`src/hw/rtl/tfrhs_pkg.sv`:
```
// Shared types, constants and the micro-op tables of the thin film rate stencil.
// No dependencies; used by the controller, datapath and top level.
package tfrhs_pkg;

  // widest address the depth range needs, and fixed payload widths
  localparam int ADDR_W  = 12;
  localparam int INDEX_W = 6;
  localparam int CFG_W   = 32;

  localparam logic [63:0] S64_MAX = 64'h7FFF_FFFF_FFFF_FFFF;
  localparam logic [63:0] S64_MIN = 64'h8000_0000_0000_0000;

  // configuration register indexes
  localparam logic CFG_INV_SPACING    = 1'b0;
  localparam logic CFG_PRECURSOR_POW6 = 1'b1;

  typedef enum logic [3:0] {
    OP_CLR = 4'd0, OP_RDH = 4'd1, OP_RDP = 4'd2, OP_WRP = 4'd3, OP_MUL = 4'd4,
    OP_DIV = 4'd5, OP_SUB = 4'd6, OP_NEG = 4'd7, OP_OUT = 4'd8, OP_DV3 = 4'd9
  } op_t;

  typedef enum logic [4:0] {
    SRC_A = 5'd0, SRC_B = 5'd1, SRC_C = 5'd2, SRC_D = 5'd3,
    SRC_PM = 5'd4, SRC_PK = 5'd5, SRC_PN = 5'd6, SRC_HC = 5'd7,
    SRC_INV = 5'd8, SRC_L6 = 5'd9, SRC_HSUM = 5'd10, SRC_HC2 = 5'd11,
    SRC_MIDP = 5'd12, SRC_MIDM = 5'd13, SRC_ONE32 = 5'd14, SRC_TWO60 = 5'd15,
    SRC_THREE = 5'd16, SRC_RECIP3 = 5'd17
  } src_t;

  typedef enum logic [3:0] {
    DST_A = 4'd0, DST_B = 4'd1, DST_C = 4'd2, DST_D = 4'd3,
    DST_HM = 4'd4, DST_HC = 4'd5, DST_HP = 4'd6,
    DST_PM = 4'd7, DST_PK = 4'd8, DST_PN = 4'd9
  } dst_t;

  typedef enum logic [2:0] {
    SH0 = 3'd0, SH16 = 3'd1, SH24 = 3'd2, SH28 = 3'd3,
    SH32 = 3'd4, SH40 = 3'd5, SH52 = 3'd6, SH56 = 3'd7
  } sh_t;

  typedef enum logic [1:0] {
    NB_PREV = 2'd0, NB_CUR = 2'd1, NB_NEXT = 2'd2
  } nb_t;

  typedef struct packed {
    op_t  op;
    src_t a;
    src_t b;
    dst_t dst;
    sh_t  sh;
    logic asgn;   // operand a is signed
    logic rsgn;   // result clamps to the signed range
    nb_t  nb;     // which neighbour a memory op addresses
    logic fin;    // last op of the program
  } uop_t;

  // command from controller to datapath
  typedef struct packed {
    logic                start;
    logic                load_we;
    logic [ADDR_W-1:0]   addr;
    logic [INDEX_W-1:0]  pt_index;
    logic                last;
    op_t                 op;
    src_t                a;
    src_t                b;
    dst_t                dst;
    sh_t                 sh;
    logic                asgn;
    logic                rsgn;
  } cmd_t;

  typedef struct packed {
    logic done;
  } status_t;

  function automatic uop_t mk(op_t op, src_t a, src_t b, dst_t dst, sh_t sh,
                              logic asgn, logic rsgn, nb_t nb, logic fin);
    uop_t u;
    u.op = op; u.a = a; u.b = b; u.dst = dst; u.sh = sh;
    u.asgn = asgn; u.rsgn = rsgn; u.nb = nb; u.fin = fin;
    return u;
  endfunction

  // pressure program, one pass per stored point
  function automatic uop_t press_uop(logic [4:0] pc);
    uop_t u;
    unique case (pc)
      5'd0:  u = mk(OP_CLR, SRC_A, SRC_A, DST_A, SH0, 1'b0, 1'b0, NB_CUR, 1'b0);
      5'd1:  u = mk(OP_RDH, SRC_A, SRC_A, DST_HM, SH0, 1'b0, 1'b0, NB_PREV, 1'b0);
      5'd2:  u = mk(OP_RDH, SRC_A, SRC_A, DST_HC, SH0, 1'b0, 1'b0, NB_CUR, 1'b0);
      5'd3:  u = mk(OP_RDH, SRC_A, SRC_A, DST_HP, SH0, 1'b0, 1'b0, NB_NEXT, 1'b0);
      5'd4:  u = mk(OP_MUL, SRC_INV, SRC_INV, DST_A, SH0, 1'b0, 1'b0, NB_CUR, 1'b0);
      5'd5:  u = mk(OP_SUB, SRC_HSUM, SRC_HC2, DST_B, SH0, 1'b0, 1'b0, NB_CUR, 1'b0);
      5'd6:  u = mk(OP_MUL, SRC_B, SRC_A, DST_A, SH28, 1'b1, 1'b1, NB_CUR, 1'b0);
      5'd7:  u = mk(OP_DIV, SRC_TWO60, SRC_HC, DST_B, SH0, 1'b0, 1'b0, NB_CUR, 1'b0);
      5'd8:  u = mk(OP_MUL, SRC_B, SRC_B, DST_C, SH32, 1'b0, 1'b0, NB_CUR, 1'b0);
      5'd9:  u = mk(OP_MUL, SRC_C, SRC_B, DST_C, SH32, 1'b0, 1'b0, NB_CUR, 1'b0);
      5'd10: u = mk(OP_MUL, SRC_L6, SRC_C, DST_D, SH40, 1'b0, 1'b0, NB_CUR, 1'b0);
      5'd11: u = mk(OP_MUL, SRC_D, SRC_C, DST_D, SH56, 1'b0, 1'b1, NB_CUR, 1'b0);
      5'd12: u = mk(OP_SUB, SRC_ONE32, SRC_D, DST_D, SH0, 1'b0, 1'b0, NB_CUR, 1'b0);
      5'd13: u = mk(OP_MUL, SRC_D, SRC_C, DST_D, SH32, 1'b1, 1'b1, NB_CUR, 1'b0);
      5'd14: u = mk(OP_DV3, SRC_D, SRC_RECIP3, DST_D, SH0, 1'b1, 1'b0, NB_CUR, 1'b0);
      5'd15: u = mk(OP_SUB, SRC_A, SRC_D, DST_A, SH0, 1'b0, 1'b0, NB_CUR, 1'b0);
      default: u = mk(OP_WRP, SRC_A, SRC_A, DST_A, SH0, 1'b0, 1'b0, NB_CUR, 1'b1);
    endcase
    return u;
  endfunction

  // rate program, one pass per emitted point
  function automatic uop_t emit_uop(logic [4:0] pc);
    uop_t u;
    unique case (pc)
      5'd0:  u = mk(OP_CLR, SRC_A, SRC_A, DST_A, SH0, 1'b0, 1'b0, NB_CUR, 1'b0);
      5'd1:  u = mk(OP_RDH, SRC_A, SRC_A, DST_HM, SH0, 1'b0, 1'b0, NB_PREV, 1'b0);
      5'd2:  u = mk(OP_RDH, SRC_A, SRC_A, DST_HC, SH0, 1'b0, 1'b0, NB_CUR, 1'b0);
      5'd3:  u = mk(OP_RDH, SRC_A, SRC_A, DST_HP, SH0, 1'b0, 1'b0, NB_NEXT, 1'b0);
      5'd4:  u = mk(OP_RDP, SRC_A, SRC_A, DST_PM, SH0, 1'b0, 1'b0, NB_PREV, 1'b0);
      5'd5:  u = mk(OP_RDP, SRC_A, SRC_A, DST_PK, SH0, 1'b0, 1'b0, NB_CUR, 1'b0);
      5'd6:  u = mk(OP_RDP, SRC_A, SRC_A, DST_PN, SH0, 1'b0, 1'b0, NB_NEXT, 1'b0);
      5'd7:  u = mk(OP_SUB, SRC_PN, SRC_PK, DST_A, SH0, 1'b0, 1'b0, NB_CUR, 1'b0);
      5'd8:  u = mk(OP_MUL, SRC_A, SRC_INV, DST_A, SH16, 1'b1, 1'b1, NB_CUR, 1'b0);
      5'd9:  u = mk(OP_SUB, SRC_PK, SRC_PM, DST_B, SH0, 1'b0, 1'b0, NB_CUR, 1'b0);
      5'd10: u = mk(OP_MUL, SRC_B, SRC_INV, DST_B, SH16, 1'b1, 1'b1, NB_CUR, 1'b0);
      5'd11: u = mk(OP_MUL, SRC_MIDP, SRC_MIDP, DST_C, SH0, 1'b0, 1'b0, NB_CUR, 1'b0);
      5'd12: u = mk(OP_MUL, SRC_C, SRC_MIDP, DST_C, SH52, 1'b0, 1'b0, NB_CUR, 1'b0);
      5'd13: u = mk(OP_MUL, SRC_A, SRC_C, DST_A, SH32, 1'b1, 1'b1, NB_CUR, 1'b0);
      5'd14: u = mk(OP_MUL, SRC_MIDM, SRC_MIDM, DST_C, SH0, 1'b0, 1'b0, NB_CUR, 1'b0);
      5'd15: u = mk(OP_MUL, SRC_C, SRC_MIDM, DST_C, SH52, 1'b0, 1'b0, NB_CUR, 1'b0);
      5'd16: u = mk(OP_MUL, SRC_B, SRC_C, DST_B, SH32, 1'b1, 1'b1, NB_CUR, 1'b0);
      5'd17: u = mk(OP_SUB, SRC_A, SRC_B, DST_A, SH0, 1'b0, 1'b0, NB_CUR, 1'b0);
      5'd18: u = mk(OP_MUL, SRC_A, SRC_INV, DST_A, SH24, 1'b1, 1'b1, NB_CUR, 1'b0);
      5'd19: u = mk(OP_NEG, SRC_A, SRC_A, DST_A, SH0, 1'b0, 1'b0, NB_CUR, 1'b0);
      default: u = mk(OP_OUT, SRC_A, SRC_A, DST_A, SH0, 1'b0, 1'b0, NB_CUR, 1'b1);
    endcase
    return u;
  endfunction

endpackage

```
`src/hw/rtl/tfrhs_ctrl.sv`:
```
// Controller: load counter, per-point program sequencer and neighbour addressing.
// Depends on tfrhs_pkg (micro-op tables, command types).
module tfrhs_ctrl #(
  parameter int MAX_POINTS = 64
) (
  input  logic                clk,
  input  logic                rst,
  input  logic                in_valid,
  input  logic                in_last,
  output logic                in_ready,
  output tfrhs_pkg::cmd_t     cmd,
  input  tfrhs_pkg::status_t  status
);
  import tfrhs_pkg::*;

  localparam int AW = (MAX_POINTS > 1) ? $clog2(MAX_POINTS) : 1;
  localparam int CW = $clog2(MAX_POINTS + 1);

  typedef enum logic [2:0] {
    S_LOAD  = 3'b001,
    S_ISSUE = 3'b010,
    S_WAIT  = 3'b100
  } state_t;

  state_t         state, state_next;
  logic           emit, emit_next;
  logic [4:0]     pc, pc_next;
  logic [AW-1:0]  idx, idx_next;
  logic [CW-1:0]  count, count_next;

  uop_t           uop;
  logic           accept;
  logic           room;
  logic           is_last_pt;
  logic [AW-1:0]  prev_addr, next_addr, sel_addr;

  assign uop        = emit ? emit_uop(pc) : press_uop(pc);
  assign in_ready   = (state == S_LOAD);
  assign accept     = in_valid & in_ready;
  assign room       = (count < CW'(MAX_POINTS));
  assign is_last_pt = ((CW'(idx) + CW'(1)) == count);

  // periodic neighbours over the points of this run
  assign prev_addr = (idx == '0) ? AW'(count - CW'(1)) : idx - AW'(1);
  assign next_addr = is_last_pt ? '0 : idx + AW'(1);

  always_comb begin
    unique case (uop.nb)
      NB_PREV: sel_addr = prev_addr;
      NB_NEXT: sel_addr = next_addr;
      default: sel_addr = idx;
    endcase
  end

  // command to the datapath
  always_comb begin
    cmd          = '0;
    cmd.start    = (state == S_ISSUE);
    cmd.load_we  = accept & room;
    cmd.addr     = (state == S_LOAD) ? ADDR_W'(count) : ADDR_W'(sel_addr);
    cmd.pt_index = INDEX_W'(idx);
    cmd.last     = is_last_pt;
    cmd.op       = uop.op;
    cmd.a        = uop.a;
    cmd.b        = uop.b;
    cmd.dst      = uop.dst;
    cmd.sh       = uop.sh;
    cmd.asgn     = uop.asgn;
    cmd.rsgn     = uop.rsgn;
  end

  // sequencing
  always_comb begin
    state_next = state;
    emit_next  = emit;
    pc_next    = pc;
    idx_next   = idx;
    count_next = count;
    unique case (state)
      S_LOAD: begin
        if (accept) begin
          if (room) count_next = count + CW'(1);
          if (in_last) begin
            state_next = S_ISSUE;
            emit_next  = 1'b0;
            pc_next    = '0;
            idx_next   = '0;
          end
        end
      end
      S_ISSUE: state_next = S_WAIT;
      default: begin
        if (status.done) begin
          state_next = S_ISSUE;
          if (!uop.fin) begin
            pc_next = pc + 5'd1;
          end else if (!is_last_pt) begin
            pc_next  = '0;
            idx_next = idx + AW'(1);
          end else if (!emit) begin
            emit_next = 1'b1;
            pc_next   = '0;
            idx_next  = '0;
          end else begin
            state_next = S_LOAD;
            count_next = '0;
          end
        end
      end
    endcase
  end

  always_ff @(posedge clk) begin
    if (rst) begin
      state <= S_LOAD;
      emit  <= 1'b0;
      pc    <= '0;
      idx   <= '0;
      count <= '0;
    end else begin
      state <= state_next;
      emit  <= emit_next;
      pc    <= pc_next;
      idx   <= idx_next;
      count <= count_next;
    end
  end

endmodule

```
`config.mk`:
```
export PLATFORM = sky130hd
export DESIGN_NAME = tfrhs_ctrl
export DESIGN_NICKNAME = d
export VERILOG_FILES = /design/src/hw/rtl/tfrhs_pkg.sv /design/src/hw/rtl/tfrhs_ctrl.sv
export SDC_FILE = /design/constraint.sdc
export NUM_CORES = 1
export LEC_CHECK = 0
export ABC_CLOCK_PERIOD_IN_PS = 3260
export BUFFER_PORTS_ARGS = -buffer_cell sky130_fd_sc_hd__buf_2
export CORE_ASPECT_RATIO = 0.7
export CORE_MARGIN = 3
export CORE_UTILIZATION = 52
export DETAILED_ROUTE_END_ITERATION = 10
export PLACE_DENSITY = 0.84
export SYNTH_ARGS = -nofsm -noshare
export SYNTH_HDL_FRONTEND = slang
export SYNTH_SLANG_ARGS = --single-unit
```
`constraint.sdc`:
```
create_clock -name clk -period 3.26 [get_ports clk]
set_clock_uncertainty 0.05 [all_clocks]
set_input_delay 0.326 -clock clk [delete_from_list [all_inputs] [get_ports clk]]
set_output_delay 0.326 -clock clk [all_outputs]
set_load 0.01 [all_outputs]
```
==> results of run 1 <==
## per-layer routing
layer | vias to the layer above | GRT usage (%) | part of all wire [%]
met5 | - | 0 | 0.10
met4 | 2 | 10.2 | 2.0
met3 | 36 | 7.07 | 12
met2 | 236 | 35.9 | 41
met1 | 1767 | 38.0 | 45
li1 | 1756 | - | -
## critical path: cells and delay by family, from the launching register on
family          cells  cell delay [ns]
buf+inv             2             0.31
simple gates        3             0.61
fa+ha+maj           1             0.19
flops               1             0.38
compound gates      5             0.98
## per-stage QoR
step                      instances  hold slack [ns]   TNS, ns
after global routing            610            0.340   -0.0935
after floorplan                 461            0.459         0
after CTS                       607            0.262         0
final                           610            0.282         0
after detailed placement        591            0.424  -0.00488
after global placement          591            0.417         0
## cell usage in the layout, fill, tap and decap left out, types with 6 or more instances in the layout
| cell | n |
|---|---|
| sky130_fd_sc_hd__a21o_1 | 6 |
| sky130_fd_sc_hd__a21oi_1 | 26 |
| sky130_fd_sc_hd__a22o_1 | 20 |
| sky130_fd_sc_hd__and2_1 | 6 |
| sky130_fd_sc_hd__and3_1 | 8 |
| sky130_fd_sc_hd__buf_2 | 43 |
| sky130_fd_sc_hd__buf_4 | 35 |
| sky130_fd_sc_hd__clkbuf_8 | 10 |
| sky130_fd_sc_hd__conb_1 | 6 |
| sky130_fd_sc_hd__dfxtp_1 | 61 |
| sky130_fd_sc_hd__ha_1 | 11 |
| sky130_fd_sc_hd__inv_1 | 14 |
| sky130_fd_sc_hd__mux2i_1 | 7 |
| sky130_fd_sc_hd__nand2_1 | 31 |
| sky130_fd_sc_hd__nand3_1 | 17 |
| sky130_fd_sc_hd__nor2_1 | 49 |
| sky130_fd_sc_hd__nor3_1 | 8 |
| sky130_fd_sc_hd__o21ai_0 | 20 |
| sky130_fd_sc_hd__xnor2_1 | 7 |
## timing repair
| item | 4_1_cts | 5_1_grt |
|---|---|---|
| pin swaps | 0 | 5 |
| setup buffers | 0 | 3 |
| gates cloned | 0 | 0 |
| gates resized for setup | 3 | 26 |
| endpoints found under the hold margin | 0 | 0 |
| setup endpoints to repair | 10 | 32 |
## final timing paths
| path | end | cells after the start |
|---|---|---|
| max | cmd[30] | 11 |
| min | state[2] | 4 |
| max reg2reg | flip-flop | 10 |
| min reg2reg | idx[5] | 1 |
## kinds of logic (layout without fill, tap and decap cells)
family,after synthesis,in the layout,share of synthesized area (%)
muxes,8,8,2.13
adders and majority gates,15,15,4.92
and+or+nand+nor,155,155,20.1
xor gates and xnor gates,12,12,2.76
AOI/OAI and AO/OA,142,142,27.8
buffers and inverters,57,112,7.48
other,1,6,0.0983
DFF,66,66,34.6
## report_power, final
| group | switching [µW] | total [µW] | internal, µW | leakage (µW) |
|---|---|---|---|---|
| Combinational | 357 | 598 | 241 | 0.00136 |
| Clock | 322 | 617 | 296 | 0.0000847 |
| Sequential | 25.8 | 862 | 836 | 0.000536 |
| Total | 704 | 2080 | 1370 | 0.00198 |
## final cells by class
class	instances	area [µm²]	area share [%]
clock buffer	10	138	3.05
clock inverter	6	41.3	0.914
inverter	17	66.3	1.47
multi-input combinational	338	2330	51.7
sequential	66	1330	29.5
tap	94	118	2.60
timing repair buffer	79	489	10.8
==> reports/summary.txt, run 1 <==
Run status = finished clean
Maximum number of pins on one net before global-route repair = 25
Max H-tree Level = 3
Launch point of the worst path = idx[1]
Buffers added on ports = 43
Std cell rows = 25
Count of final setup violators = 0
Core utilization of the finished layout = 65.0%
Fin area = 4520 µm²
Pwr Density = 460 nW/µm²
Startpoint of the tightest hold check path = status
Post-detailed-route wirelength per cell = 17.5 µm
Register bit count reported by yosys = 66
Sort of element at the end of the critical path = primary output
Number of endpoints with negative hold slack in the final report = 0
Antenna violations before repair = 1
Initial DRC count = 423
TritonCTS sink count = 66
Class of the most critical setup path = reg2out
Number of global-route vias before repair = 3,520
Core outline area = 6940 µm²
Sequential area share after synthesis = 34.6%
Initial core utilization = 54.9%
Critical path data arrival time = 2.83 ns
Reg clk slew, reported paths = 0.07 ns
Class of the worst hold path = in2reg
Die boundary width = 108 µm
Fraction of final layout cells with drive strength greater than 1 = 26.6%
Remaining DRCs = 0
Number of buffers inserted during clock tree synthesis = 9
Most common flop cell mapped by yosys = sky130_fd_sc_hd__dfxtp_1
Cell with the biggest individual delay on the critical path = sky130_fd_sc_hd__dfxtp_4
Dominant cell type by area after synthesis = sky130_fd_sc_hd__dfxtp_1
Die area = 8410 µm²
Clk Latency, worst-skew pair = 0.35 ns
Period Utilization, post-route = 98.4%
Share of async-settable or async-resettable flops after synthesis = 0%
Final critical path time including I/O delays and setup = 3.21 ns
Largest cells by area after synthesis = sky130_fd_sc_hd__dfxtp_1 35%, sky130_fd_sc_hd__ha_1 4.9%, sky130_fd_sc_hd__nor2_1 4.9%, sky130_fd_sc_hd__a22o_1 4.6%, sky130_fd_sc_hd__a21oi_1 3.5%
Power, Total = 2080 µW
Max-slew headroom = 55.3%
Count of different cell masters after synthesis = 73
Post-synth EDFFs = 0
Launch point of the worst reg-to-reg path = idx[1]
Tightest Pin Transition = 0.671 ns
Total length of routed wires = 10,700 µm
Residual overflow from global routing = 0
Longest Clk Path Bufs = 2
Setup Slack @ Placement = -0.00280 ns
Max Clock Freq = 0.312 GHz
Final weighted congestion in routability-driven placement = 1.06
Cells along the critical path = ha_4, nor2b_1, or3_1, a311oi_2, o31a_1, buf_4, nand2b_4, o211ai_1, o21ai_1, a21oi_1, buf_2
Wire length of the first global-routing pass = 17,300 µm
Most frequent cell after synthesis = sky130_fd_sc_hd__dfxtp_1
Max VDD drop = 169 µV
Ant. Diodes = 0
Area overhead of the layout relative to synthesis = 18.4%
Leakage dissipation = 0.00198 µW
Number of hold-repair buffers added at the cts stage = 0
Number of iterations in the first detailed-routing pass = 5
Count of mapped cells out of synthesis = 456
Portion of synthesized cell area occupied by the leading cell type = 34.6%
DR vias/cell = 6.22
Total number of vias = 3,797
Unrepaired setup endpoints after global routing = yes
Worst setup margin = 0.0531 ns
Hpwl dp = 7690 µm
Required @ worst endpoint = 2.88 ns
Critical Path Fanout Max = 8
Count of pins on the block boundary = 50
Top post-synthesis cells by count = 66 x sky130_fd_sc_hd__dfxtp_1, 50 x sky130_fd_sc_hd__nor2_1, 32 x sky130_fd_sc_hd__nand2_1
Overall die height = 77.7 µm
Max-cap viol count = 0
Final layout net count = 531
Delay of the slowest cell on the worst path = 0.38 ns
Root buf cell = sky130_fd_sc_hd__clkbuf_8
Final count of pins violating max slew = 0
Area after DPL = 4200 µm²
R2r setup slk = 0.10 ns
Kind of start point of the critical path = flip-flop
Post-Synthesis Cell Area = 3810 µm²
Antenna viol nets, final = 0
TritonCTS clock tree = built
Layout filler cell count = 552
Global router's overall resource usage = 26.0%
Count of yosys warnings during synthesis = 0
Post-synthesis area per instance = 8.36 µm²
(Power assumes the default switching activity.)
==> inputs of run 2 (changes only) <==
==> constraint.sdc (replaced) <==
create_clock -name clk -period 3.26 [get_ports clk]
set_clock_uncertainty 0.05 [all_clocks]
set_input_delay 0.489 -clock clk [delete_from_list [all_inputs] [get_ports clk]]
set_output_delay 0.489 -clock clk [all_outputs]
set_load 0.01 [all_outputs]
==> run 2 against run 1 <==
Compared with the run above: critical path depth did not move; register-to-register slack better by 0.04 ns; wire length rose by 2.4%; sequential power about the same; cell count grew 0.82%; power rose by 5.0%; critical endpoint unchanged; clock power increased by 14%; non-clock buffer count rose by 5.
==> reports/summary.txt, run 2 (synthesis gave the netlist of run 1 again) <==
Hpwl dp = 7820 µm
Final layout net count = 536
Wire length of the first global-routing pass = 17,200 µm
Ant. Diodes = 0
Max-cap viol count = 0
Max-slew headroom = 55.2%
Tightest Pin Transition = 0.672 ns
Count of final setup violators = 0
Final critical path time including I/O delays and setup = 3.26 ns
Max Clock Freq = 0.307 GHz
Sort of element at the end of the critical path = primary output
Total length of routed wires = 11,000 µm
Hold slack final = 0.442 ns
Uppermost layer routed = met4
Fin area = 4580 µm²
TritonCTS clock tree = built
Leakage dissipation = 0.00202 µW
Class of the worst hold path = in2reg
Longest Clk Path Bufs = 2
Number of buffers inserted during clock tree synthesis = 9
Kind of start point of the critical path = flip-flop
Share of total power in sequential cells = 39.5%
Unrepaired setup endpoints after global routing = yes
Core outline area = 6940 µm²
Switching portion of total power = 33.5%
Internal power summed over all cells = 1450 µW
DRT met1 WL = 5000 µm
Period Utilization, post-route = 100%
Fraction of final layout cells with drive strength greater than 1 = 27.3%
Area overhead of the layout relative to synthesis = 20.1%
Setup tns final = 0 ns
Critical path data arrival time = 2.72 ns
Die area = 8410 µm²
Clk Latency, worst-skew pair = 0.35 ns
Critical Path Fanout Max = 8
Class of the most critical setup path = reg2out
Antenna viol nets, final = 0
Power, Total = 2180 µW
Pwr Density = 476 nW/µm²
Run status = finished clean
Max H-tree Level = 3
Metal3 WL = 1270 µm
Number of endpoints with negative hold slack in the final report = 0
Count of pins on the block boundary = 50
Residual overflow from global routing = 0
Delay of the slowest cell on the worst path = 0.39 ns
Die boundary width = 108 µm
Met2 wire len = 4390 µm
Remaining DRCs = 0
Leading cell types in the layout, fill and taps excluded = 61 x sky130_fd_sc_hd__dfxtp_1, 48 x sky130_fd_sc_hd__nor2_1, 43 x sky130_fd_sc_hd__buf_2
Power share of the clock group = 32.1%
TritonCTS sink count = 66
Reg clk slew, reported paths = 0.08 ns
DR vias/cell = 6.08
Number of global-route vias before repair = 3,301
Initial DRC count = 493
Number of iterations in the first detailed-routing pass = 5
Most common library cell in the layout ignoring fill and taps = sky130_fd_sc_hd__dfxtp_1
Area after DPL = 4220 µm²
Post-detailed-route wirelength per cell = 17.8 µm
Root buf cell = sky130_fd_sc_hd__clkbuf_8
Std cell rows = 25
Net Sw Power = 732 µW
Initial core utilization = 54.9%
Global router's overall resource usage = 26.3%
Cells along the critical path = ha_4, nor2b_1, or3_1, a311oi_2, o31a_1, buf_6, nand2b_4, o211ai_1, o21ai_1, a21oi_1, buf_2
Final count of pins violating max slew = 0
Combinational power share = 28.4%
Overall die height = 77.7 µm
Max VDD drop = 199 µV
Total number of vias = 3,741
Maximum number of pins on one net before global-route repair = 24
Final weighted congestion in routability-driven placement = 1.02
Antenna violations before repair = 0
Required @ worst endpoint = 2.72 ns
Cell with the biggest individual delay on the critical path = sky130_fd_sc_hd__dfxtp_4
Buffers added on ports = 43
run 2: layout make-up:
class | count | area, µm²
clock buffer | 9 | 124
clock inverter | 7 | 76.3
timing repair buffer | 84 | 531
sequential | 66 | 1340
tap | 94 | 118
fill | 587 | 2360
multi-input combinational | 338 | 2330
inverter | 17 | 66.3
run 2: per-layer routing:
| layer | up-vias | track usage, % |
|---|---|---|
| met5 | - | 0 |
| met4 | 0 | 7.44 |
| met3 | 35 | 7.40 |
| met2 | 234 | 35.7 |
| met1 | 1707 | 40.0 |
| li1 | 1765 | - |
run 2: metrics by stage:
step | cells | utilization, % | worst slack [ns]
global placement | 594 | 60.8 | 0.0896
floorplan | 461 | - | 0.0292
finish | 615 | 66.0 | 0.00154
CTS | 610 | 64.6 | -0.0106
detailed placement | 594 | 60.8 | 0.00297
global route | 615 | 66.0 | -0.112
run 2: timing repair:
item	4_1_cts	5_1_grt
endpoints found under the setup margin	7	12
hold buffers	0	0
gates resized for setup	14	23
setup buffers	0	5
pin swaps	1	10
run 2: power by group through the flow:
stage,Combinational (µW),Clock (µW),Sequential (µW)
2_1_floorplan,376,0,872
3_3_place_gp,524,0,876
3_5_place_dp,534,0,878
4_1_cts,553,712,862
5_1_grt,669,750,864
6_report,619,702,862
run 2: critical path: cells and delay by family (launching register included):
kind | cells | cell delay (ns)
buf+inv | 2 | 0.29
simple gates | 3 | 0.60
flops | 1 | 0.39
compound gates | 5 | 0.90
fa+ha+maj | 1 | 0.19
run 2: final timing paths:
path                                   to      from  cells after the start  slack [ns]
worst min-delay path             state[2]    status                      4        0.44
worst max register to register  flip-flop    idx[1]                     12        0.14
worst min register to register   state[2]  state[2]                      2        0.52
worst max-delay path              cmd[30]    idx[1]                     11       0.002
